File: src/hdl/blpq_pkg.sv
// Package with the shared constants and command codes of the byte-limited packet queue.
`timescale 1ns / 1ps

package blpq_pkg;

   localparam int QUEUE_DEPTH = 16;
   localparam int PTR_W       = (QUEUE_DEPTH > 1) ? $clog2(QUEUE_DEPTH) : 1;
   localparam int COUNT_W     = $clog2(QUEUE_DEPTH + 1);
   localparam int HANDLE_W    = 16;
   localparam int LENGTH_W    = 16;
   localparam int BYTES_W     = 24;
   localparam int DESC_W      = HANDLE_W + LENGTH_W;

   typedef enum logic [1:0] {
      CMD_PUSH  = 2'd0,
      CMD_POP   = 2'd1,
      CMD_PEEK  = 2'd2,
      CMD_PURGE = 2'd3
   } command_type;

endpackage

File: src/hdl/blpq_req_if.sv
// Request channel interface that carries one queue command word.
`timescale 1ns / 1ps

interface blpq_req_if;
   import blpq_pkg::*;

   logic                valid;
   logic                ready;
   logic [1:0]          command;
   logic [HANDLE_W-1:0] packet_handle;
   logic [LENGTH_W-1:0] packet_length;

   modport source (output valid, command, packet_handle, packet_length, input ready);
   modport sink   (input valid, command, packet_handle, packet_length, output ready);
endinterface

File: src/hdl/blpq_rsp_if.sv
// Response channel interface that carries one queue result word.
`timescale 1ns / 1ps

interface blpq_rsp_if;
   import blpq_pkg::*;

   logic                valid;
   logic                ready;
   logic                done_res;
   logic [HANDLE_W-1:0] head_handle;
   logic [LENGTH_W-1:0] head_length;
   logic [BYTES_W-1:0]  bytes_queued;
   logic [COUNT_W-1:0]  packets_queued;
   logic [BYTES_W-1:0]  space_left;

   modport source (output valid, done_res, head_handle, head_length, bytes_queued,
                   packets_queued, space_left, input ready);
   modport sink   (input valid, done_res, head_handle, head_length, bytes_queued,
                   packets_queued, space_left, output ready);
endinterface

File: src/hdl/blpq_desc_ram.sv
// Simple dual-port descriptor memory with a registered read port.
`timescale 1ns / 1ps

module blpq_desc_ram #(
   parameter int DEPTH = 16,
   parameter int WIDTH = 32,
   parameter int ADDR_W = (DEPTH > 1) ? $clog2(DEPTH) : 1
) (
   input  logic              clock,
   input  logic              write_en,
   input  logic [ADDR_W-1:0] write_addr,
   input  logic [WIDTH-1:0]  write_data,
   input  logic              read_en,
   input  logic [ADDR_W-1:0] read_addr,
   output logic [WIDTH-1:0]  read_data
);

   logic [WIDTH-1:0] mem [DEPTH];
   logic [WIDTH-1:0] read_data_ff;

   always_ff @(posedge clock) begin
      if (write_en) begin
         mem[write_addr] <= write_data;
      end
      if (read_en) begin
         read_data_ff <= mem[read_addr];
      end
   end

   assign read_data = read_data_ff;

endmodule

File: src/hdl/byte_limited_packet_queue_unit.sv
// Top level of the byte-limited packet descriptor queue.
// For each word, the accept cycle reads the head descriptor from memory,
// and the execute state then updates pointers and counts and loads the result register.
// Results are registered; a new word is accepted only after the last has executed.
// Execution waits while the previous result has not been taken.
// Synchronous reset clears pointers, counts and the byte limit; memory is not cleared.
`timescale 1ns / 1ps

module byte_limited_packet_queue_unit (
   input  logic                          clock,
   input  logic                          reset,
   blpq_req_if.sink                      req_bus,
   blpq_rsp_if.source                    rsp_bus,
   input  logic                          csr_write_en,
   input  logic [blpq_pkg::BYTES_W-1:0]  csr_write_data
);
   import blpq_pkg::*;

   typedef enum logic {
      ST_IDLE,
      ST_EXEC
   } state_type;

   state_type           state_ff;
   command_type         cmd_ff;
   logic [HANDLE_W-1:0] handle_ff;
   logic [LENGTH_W-1:0] length_ff;
   logic [PTR_W-1:0]    head_ff,  head_in;
   logic [PTR_W-1:0]    tail_ff,  tail_in;
   logic [COUNT_W-1:0]  count_ff, count_in;
   logic [BYTES_W-1:0]  bytes_ff, bytes_in;
   logic [BYTES_W-1:0]  limit_ff;

   logic                rsp_valid_ff;
   logic                done_ff,  done_in;
   logic [HANDLE_W-1:0] hh_ff,    hh_in;
   logic [LENGTH_W-1:0] hl_ff,    hl_in;
   logic [BYTES_W-1:0]  space_ff, space_in;

   logic                accept;
   logic                exec_go;
   logic                push_ok;
   logic [BYTES_W-1:0]  space_now;
   logic [BYTES_W-1:0]  len_ext;
   logic [BYTES_W-1:0]  rd_len_ext;
   logic [DESC_W-1:0]   rd_desc;
   logic [HANDLE_W-1:0] rd_handle;
   logic [LENGTH_W-1:0] rd_length;
   logic                not_empty;
   logic                not_full;

   assign accept  = req_bus.valid && req_bus.ready;
   assign exec_go = (state_ff == ST_EXEC) && (!rsp_valid_ff || rsp_bus.ready);
   assign req_bus.ready = (state_ff == ST_IDLE);

   // The head read is issued at accept; the previous word's write has already landed.
   blpq_desc_ram #(
      .DEPTH (QUEUE_DEPTH),
      .WIDTH (DESC_W)
   ) u_desc_ram (
      .clock      (clock),
      .write_en   (exec_go && push_ok),
      .write_addr (tail_ff),
      .write_data ({handle_ff, length_ff}),
      .read_en    (accept),
      .read_addr  (head_ff),
      .read_data  (rd_desc)
   );

   assign rd_handle  = rd_desc[DESC_W-1:LENGTH_W];
   assign rd_length  = rd_desc[LENGTH_W-1:0];
   assign len_ext    = {{(BYTES_W-LENGTH_W){1'b0}}, length_ff};
   assign rd_len_ext = {{(BYTES_W-LENGTH_W){1'b0}}, rd_length};
   assign space_now  = (bytes_ff >= limit_ff) ? '0 : (limit_ff - bytes_ff);
   assign not_empty  = (count_ff != '0);
   assign not_full   = (count_ff < COUNT_W'(QUEUE_DEPTH));
   assign push_ok    = (cmd_ff == CMD_PUSH) && not_full && (len_ext <= space_now);

   always_comb begin
      head_in  = head_ff;
      tail_in  = tail_ff;
      count_in = count_ff;
      bytes_in = bytes_ff;
      done_in  = 1'b0;
      hh_in    = '0;
      hl_in    = '0;
      unique case (cmd_ff)
         CMD_PUSH: begin
            if (push_ok) begin
               tail_in  = (tail_ff == PTR_W'(QUEUE_DEPTH - 1)) ? '0 : tail_ff + 1'b1;
               count_in = count_ff + 1'b1;
               bytes_in = bytes_ff + len_ext;
               done_in  = 1'b1;
            end
         end
         CMD_POP, CMD_PEEK: begin
            if (not_empty) begin
               done_in = 1'b1;
               hh_in   = rd_handle;
               hl_in   = rd_length;
               if (cmd_ff == CMD_POP) begin
                  head_in  = (head_ff == PTR_W'(QUEUE_DEPTH - 1)) ? '0 : head_ff + 1'b1;
                  count_in = count_ff - 1'b1;
                  bytes_in = (bytes_ff >= rd_len_ext) ? bytes_ff - rd_len_ext : '0;
               end
            end
         end
         CMD_PURGE: begin
            head_in  = '0;
            tail_in  = '0;
            count_in = '0;
            bytes_in = '0;
         end
         default: begin
         end
      endcase
      space_in = (bytes_in >= limit_ff) ? '0 : (limit_ff - bytes_in);
   end

   always_ff @(posedge clock) begin
      if (reset) begin
         state_ff     <= ST_IDLE;
         head_ff      <= '0;
         tail_ff      <= '0;
         count_ff     <= '0;
         bytes_ff     <= '0;
         limit_ff     <= '0;
         rsp_valid_ff <= 1'b0;
         done_ff      <= 1'b0;
         hh_ff        <= '0;
         hl_ff        <= '0;
         space_ff     <= '0;
      end else begin
         if (csr_write_en) begin
            limit_ff <= csr_write_data;
         end
         unique case (state_ff)
            ST_IDLE: begin
               if (accept) begin
                  state_ff <= ST_EXEC;
               end
            end
            ST_EXEC: begin
               if (exec_go) begin
                  state_ff <= ST_IDLE;
               end
            end
            default: state_ff <= ST_IDLE;
         endcase
         if (exec_go) begin
            head_ff      <= head_in;
            tail_ff      <= tail_in;
            count_ff     <= count_in;
            bytes_ff     <= bytes_in;
            rsp_valid_ff <= 1'b1;
            done_ff      <= done_in;
            hh_ff        <= hh_in;
            hl_ff        <= hl_in;
            space_ff     <= space_in;
         end else if (rsp_bus.ready) begin
            rsp_valid_ff <= 1'b0;
         end
      end
   end

   always_ff @(posedge clock) begin
      if (accept) begin
         cmd_ff    <= command_type'(req_bus.command);
         handle_ff <= req_bus.packet_handle;
         length_ff <= req_bus.packet_length;
      end
   end

   assign rsp_bus.valid          = rsp_valid_ff;
   assign rsp_bus.done_res       = done_ff;
   assign rsp_bus.head_handle    = hh_ff;
   assign rsp_bus.head_length    = hl_ff;
   assign rsp_bus.bytes_queued   = bytes_ff;
   assign rsp_bus.packets_queued = count_ff;
   assign rsp_bus.space_left     = space_ff;

   a_count_bound: assert property (@(posedge clock) disable iff (reset)
      count_ff <= COUNT_W'(QUEUE_DEPTH))
      else $error("Packet count exceeds the queue depth.");

   a_empty_ptrs: assert property (@(posedge clock) disable iff (reset)
      (count_ff == '0) |-> (head_ff == tail_ff))
      else $error("Empty queue with unequal head and tail pointers.");

   a_accept_exec: assert property (@(posedge clock) disable iff (reset)
      accept |=> (state_ff == ST_EXEC))
      else $error("Accepted word did not enter execution.");

   a_exec_result: assert property (@(posedge clock) disable iff (reset)
      exec_go |=> rsp_valid_ff)
      else $error("Executed word produced no result.");

   a_purge_clears: assert property (@(posedge clock) disable iff (reset)
      (exec_go && (cmd_ff == CMD_PURGE)) |=> (count_ff == '0 && bytes_ff == '0))
      else $error("Purge left descriptors or bytes in the queue.");

endmodule
File: src/flat_wrapper.sv
// flat-port wrapper written by rule: the top's interface ports become plain ports
module byte_limited_packet_queue_unit_flat import blpq_pkg::*;
  (clock, reset, csr_write_en, csr_write_data, req_bus_valid, req_bus_command, req_bus_packet_handle, req_bus_packet_length, req_bus_ready, rsp_bus_valid, rsp_bus_done_res, rsp_bus_head_handle, rsp_bus_head_length, rsp_bus_bytes_queued, rsp_bus_packets_queued, rsp_bus_space_left, rsp_bus_ready);
  blpq_req_if req_bus_i ();
  blpq_rsp_if rsp_bus_i ();
  input  logic clock;
  input  logic reset;
  input  logic csr_write_en;
  input  logic [blpq_pkg::BYTES_W-1:0] csr_write_data;
  input wire logic [$bits(req_bus_i.valid)-1:0] req_bus_valid;
  input wire logic [$bits(req_bus_i.command)-1:0] req_bus_command;
  input wire logic [$bits(req_bus_i.packet_handle)-1:0] req_bus_packet_handle;
  input wire logic [$bits(req_bus_i.packet_length)-1:0] req_bus_packet_length;
  output wire logic [$bits(req_bus_i.ready)-1:0] req_bus_ready;
  output wire logic [$bits(rsp_bus_i.valid)-1:0] rsp_bus_valid;
  output wire logic [$bits(rsp_bus_i.done_res)-1:0] rsp_bus_done_res;
  output wire logic [$bits(rsp_bus_i.head_handle)-1:0] rsp_bus_head_handle;
  output wire logic [$bits(rsp_bus_i.head_length)-1:0] rsp_bus_head_length;
  output wire logic [$bits(rsp_bus_i.bytes_queued)-1:0] rsp_bus_bytes_queued;
  output wire logic [$bits(rsp_bus_i.packets_queued)-1:0] rsp_bus_packets_queued;
  output wire logic [$bits(rsp_bus_i.space_left)-1:0] rsp_bus_space_left;
  input wire logic [$bits(rsp_bus_i.ready)-1:0] rsp_bus_ready;
  assign req_bus_i.valid = req_bus_valid;
  assign req_bus_i.command = req_bus_command;
  assign req_bus_i.packet_handle = req_bus_packet_handle;
  assign req_bus_i.packet_length = req_bus_packet_length;
  assign req_bus_ready = req_bus_i.ready;
  assign rsp_bus_valid = rsp_bus_i.valid;
  assign rsp_bus_done_res = rsp_bus_i.done_res;
  assign rsp_bus_head_handle = rsp_bus_i.head_handle;
  assign rsp_bus_head_length = rsp_bus_i.head_length;
  assign rsp_bus_bytes_queued = rsp_bus_i.bytes_queued;
  assign rsp_bus_packets_queued = rsp_bus_i.packets_queued;
  assign rsp_bus_space_left = rsp_bus_i.space_left;
  assign rsp_bus_i.ready = rsp_bus_ready;
  byte_limited_packet_queue_unit u_core (.clock(clock), .reset(reset), .req_bus(req_bus_i), .rsp_bus(rsp_bus_i), .csr_write_en(csr_write_en), .csr_write_data(csr_write_data));
endmodule
File: config.mk
export PLATFORM = sky130hd
export DESIGN_NAME = byte_limited_packet_queue_unit_flat
export DESIGN_NICKNAME = d
export VERILOG_FILES = /design/src/hdl/blpq_pkg.sv /design/src/hdl/blpq_req_if.sv /design/src/hdl/blpq_rsp_if.sv /design/src/hdl/blpq_desc_ram.sv /design/src/hdl/byte_limited_packet_queue_unit.sv /design/src/flat_wrapper.sv
export SDC_FILE = /design/constraint.sdc
export NUM_CORES = 1
export LEC_CHECK = 0
export ABC_AREA = 0
export ABC_CLOCK_PERIOD_IN_PS = 8200
export BUFFER_PORTS_ARGS = -buffer_cell sky130_fd_sc_hd__buf_2
export CAP_MARGIN = 25
export CORE_ASPECT_RATIO = 0.6
export CORE_MARGIN = 5
export CORE_UTILIZATION = 50
export CTS_CLUSTER_DIAMETER = 150
export DETAILED_ROUTE_END_ITERATION = 12
export GPL_ROUTABILITY_DRIVEN = 1
export PLACE_DENSITY = 0.79
export SYNTH_ARGS = -nofsm -noshare
export SYNTH_HDL_FRONTEND = slang
export SYNTH_HIERARCHICAL = 1
export SYNTH_SLANG_ARGS = --single-unit
File: constraint.sdc
create_clock -name clock -period 8.2 [get_ports clock]
set_input_delay 0.41 -clock clock [delete_from_list [all_inputs] [get_ports clock]]
set_output_delay 0.41 -clock clock [all_outputs]
set_load 0.03 [all_outputs]
==> impl_metrics.csv <==
group,metric,value,unit
status,status,"finished, final reports clean",
route,ant_nets,0,
floorplanning,coreArea,0.0613,mm^2
critical_path,crit_fanout,8,
route,wire_per_inst,27.3,um
place,place.gp.congestion,1.00,
sta,hold_slack,0.0156,ns
critical_path,max_stage_delay,0.47,ns
global_route,grt_pass1_wl,132000,um
hold_path,hold_depth,3,
sta,tns,0,ns
clocking,cts_root_buf,"clkbuf_16",
yosys,yosysTopAreaCell,"edfxtp_1",
pwr,p_switching,2240,uW
yosys,synthTopCellsByArea,"edfxtp_1 (56%), mux4_2 (9.2%), dfxtp_1 (7.7%), ha_1 (3.8%), a22oi_1 (1.8%)",
pwr,powerDensity,229,mW/mm^2
hold_path,hold_path_class,"in -> reg",
floorplanning,io_pins,151,
sta,setup_viol,0,
pwr,leakage,0.0127,uW
clocking,cts_buffer_depth,3,
sta,maxSlewHeadroom,0.265,
cells_and_area,synthToLayoutAreaGrowth,15.6,%
yosys,synthFlopType,"edfxtp_1",
floorplanning,fp.dieArea,0.0677,mm^2
yosys,ys_types,90,
yosys,avgSynthCellArea,14.5,um^2
cells_and_area,nNetsFinal,2589,
floorplanning,initial_core_util,0.509,
flow_run,maxCapViolations,0,
clocking,cts_made_buffers,60,
yosys,synthArstFlopShare,0,
critical_path,ff2ff_path_depth,37,
floorplanning,rows,70,
pwr,power.internal,6010,uW
critical_path,startpoint_type,"register",
yosys,synth_edf_count,578,
sta,tightest_slew,1.10,ns
cells_and_area,drive_gt1_frac,0.226,
sta,hold_viol,0,
sta,fmax,0.126,GHz
pwr,fin_total_pwr,8250,uW
global_route,grt_pass1_vias,20400,
sta,finClkSkew,0.0395,ns
pwr,vdd_drop_max,0.143,mV
cells_and_area,layout_commonest_cell,"edfxtp_1",
cells_and_area,layout_common_cells,"edfxtp_1 (578), buf_2 (152), nand2_1 (145)",
route,drc,0,
yosys,syn_inst,2147,
critical_path,required,8.74,ns
sta,fin_crit,7.97,ns
yosys,synthAdderAreaFrac,0.0442,
pwr,seqPwrFrac,0.484,
place,placed_area,0.0336,mm^2
global_route,track_usage,0.260,
critical_path,end_kind,"register",
cells_and_area,fin_util,0.588,
sta,maxSlewViolCount,0,
yosys,synth-compound-area-share,0.108,
yosys,synth_area,0.0312,mm^2
route,viasPerCell,6.33,
yosys,ys_ff_latch,698,
sta,period_share,0.972,
clocking,clock_sinks,698,
yosys,ys_seq_area_frac,0.633,
global_route,grt_max_degree,114,
floorplanning,die_y,204,um
pwr,p_comb_frac,0.175,
clocking,clock_latency,0.66,ns
clocking,htree_levels,2,
yosys,synth_xor_area_frac,0.0188,
yosys,synth_top_family_by_area,"compound AO/OA/AOI/OAI gates",
place,port_buffers,150,
clocking,clk_pin_slew,0.07,ns
yosys,netlist.area_leader.share,0.556,
floorplanning,die_w,333,um
yosys,yosysWarnings,6,
pwr,p_clk_frac,0.341,
cells_and_area,diodes,0,
yosys,syn_nets,2310,
yosys,synthSimpleGateAreaFrac,0.0729,
clocking,cts_tree,"done",
place,dp_hpwl,58300,um
route,dr.pass1.iters,8,
route,vias,20900,
sta,grt_setup_unrepaired,"false",
critical_path,cpMaxStageDelayCell,"dfxtp_1",
global_route,grt-ovfl-total,0,
route,first_iter_violations,3058,
pwr,swShare,0.272,
critical_path,arrival,8.50,ns
route,routed_wl,90300,um
yosys,synthMuxAreaShare,0.101,
global_route,antenna_found_initial,5,
cells_and_area,final_area,0.0361,mm^2
critical_path,critPathKind,"reg -> reg",
==> path summary, 6_finish.rpt <==
path	from	to	slack [ns]
max	u_core/limit_ff[4]	u_core/rsp_bus.space_left[9]	0.23
min	csr_write_data[2]	u_core/limit_ff[2]	0.02
max reg2reg	u_core/limit_ff[4]	u_core/rsp_bus.space_left[9]	0.23
min reg2reg	u_core/rsp_bus.space_left[14]	u_core/rsp_bus.space_left[14]	0.45
==> logic make-up after synthesis <==
| group | Yosys count |
|---|---|
| DFF | 698 |
| and+or+nand+nor | 480 |
| AOI/OAI and AO/OA | 468 |
| buffers and inverters | 170 |
| muxes | 155 |
| adders and majority gates | 109 |
| xor gates and xnor gates | 67 |
==> layout make-up <==
| type | instances | area [um^2] |
|---|---|---|
| Fill cell | 4681 | 25200 |
| Sequential cell | 698 | 19800 |
| Multi-Input combinational cell | 1279 | 11000 |
| Timing Repair Buffer | 310 | 2100 |
| Clock buffer | 80 | 1600 |
| Tap cell | 828 | 1040 |
| Clock inverter | 30 | 307 |
| Inverter | 77 | 289 |
==> timing repair <==
item,CTS,global route
hold buffers,48,0
hold endpoints to repair,48,0
buffers inserted,0,3
gates resized for setup,0,19
setup endpoints to repair,0,24
==> power by group through the flow <==
stage	sequential [uW]	combinational [uW]	clock, uW
after floorplan	4090	831	0
after global placement	4060	1320	0
after detailed placement	4070	1330	0
after CTS	3990	1360	2860
after global routing	4000	1520	3010
final	3990	1440	2820
==> metal layers <==
metal,vias to the layer above,share of wire,global-route usage
li1,8967,-,-
met1,10400,0.41,0.382
met2,1351,0.42,0.370
met3,158,0.14,0.101
met4,14,0.019,0.0538
met5,-,0.0025,0.0163
==> through the flow <==
step / setup WS (ns) / cells
CTS: 0.0371 / 3297
global route: 0.0201 / 3302
global placement: 0.346 / 3137
detailed placement: 0.112 / 3139
finish: 0.232 / 3302
floorplan: 0.233 / 2147
==> state kept, by name, indices dropped and copies added (netlist names), 2 cells and up <==
register	cells
u_core/cmd_ff	2
u_core/handle_ff	16
u_core/head_ff	4
u_core/length_ff	16
u_core/limit_ff	24
u_core/rsp_bus.bytes_queued	24
u_core/rsp_bus.head_handle	16
u_core/rsp_bus.head_length	16
u_core/rsp_bus.packets_queued	5
u_core/rsp_bus.space_left	24
u_core/tail_ff	4
u_core/u_desc_ram/mem	512
u_core/u_desc_ram/read_data	32
==> synthesized netlist by cell type (all sizes together), types with 35 or more instances <==
library cell,number
edfxtp,578
inv,77
o21ai,87
xnor2,49
a22oi,74
ha,95
a21oi,96
clkbuf,56
buf,37
nor3,35
nand2,147
mux4,128
dfxtp,120
nor2,139
a22o,45
==> critical path, delay by kind of cell (launching register included) <==
kind	cells	cell delay (ns)
AO/OA/AOI/OAI	19	3.73
adder cells (fa/ha/maj)	5	1.65
AND/OR/NAND/NOR	9	1.43
flip-flops	1	0.47
buffers and inverters	3	0.39
XOR/XNOR	1	0.19
Note: power is estimated with default switching activity, not from simulation.
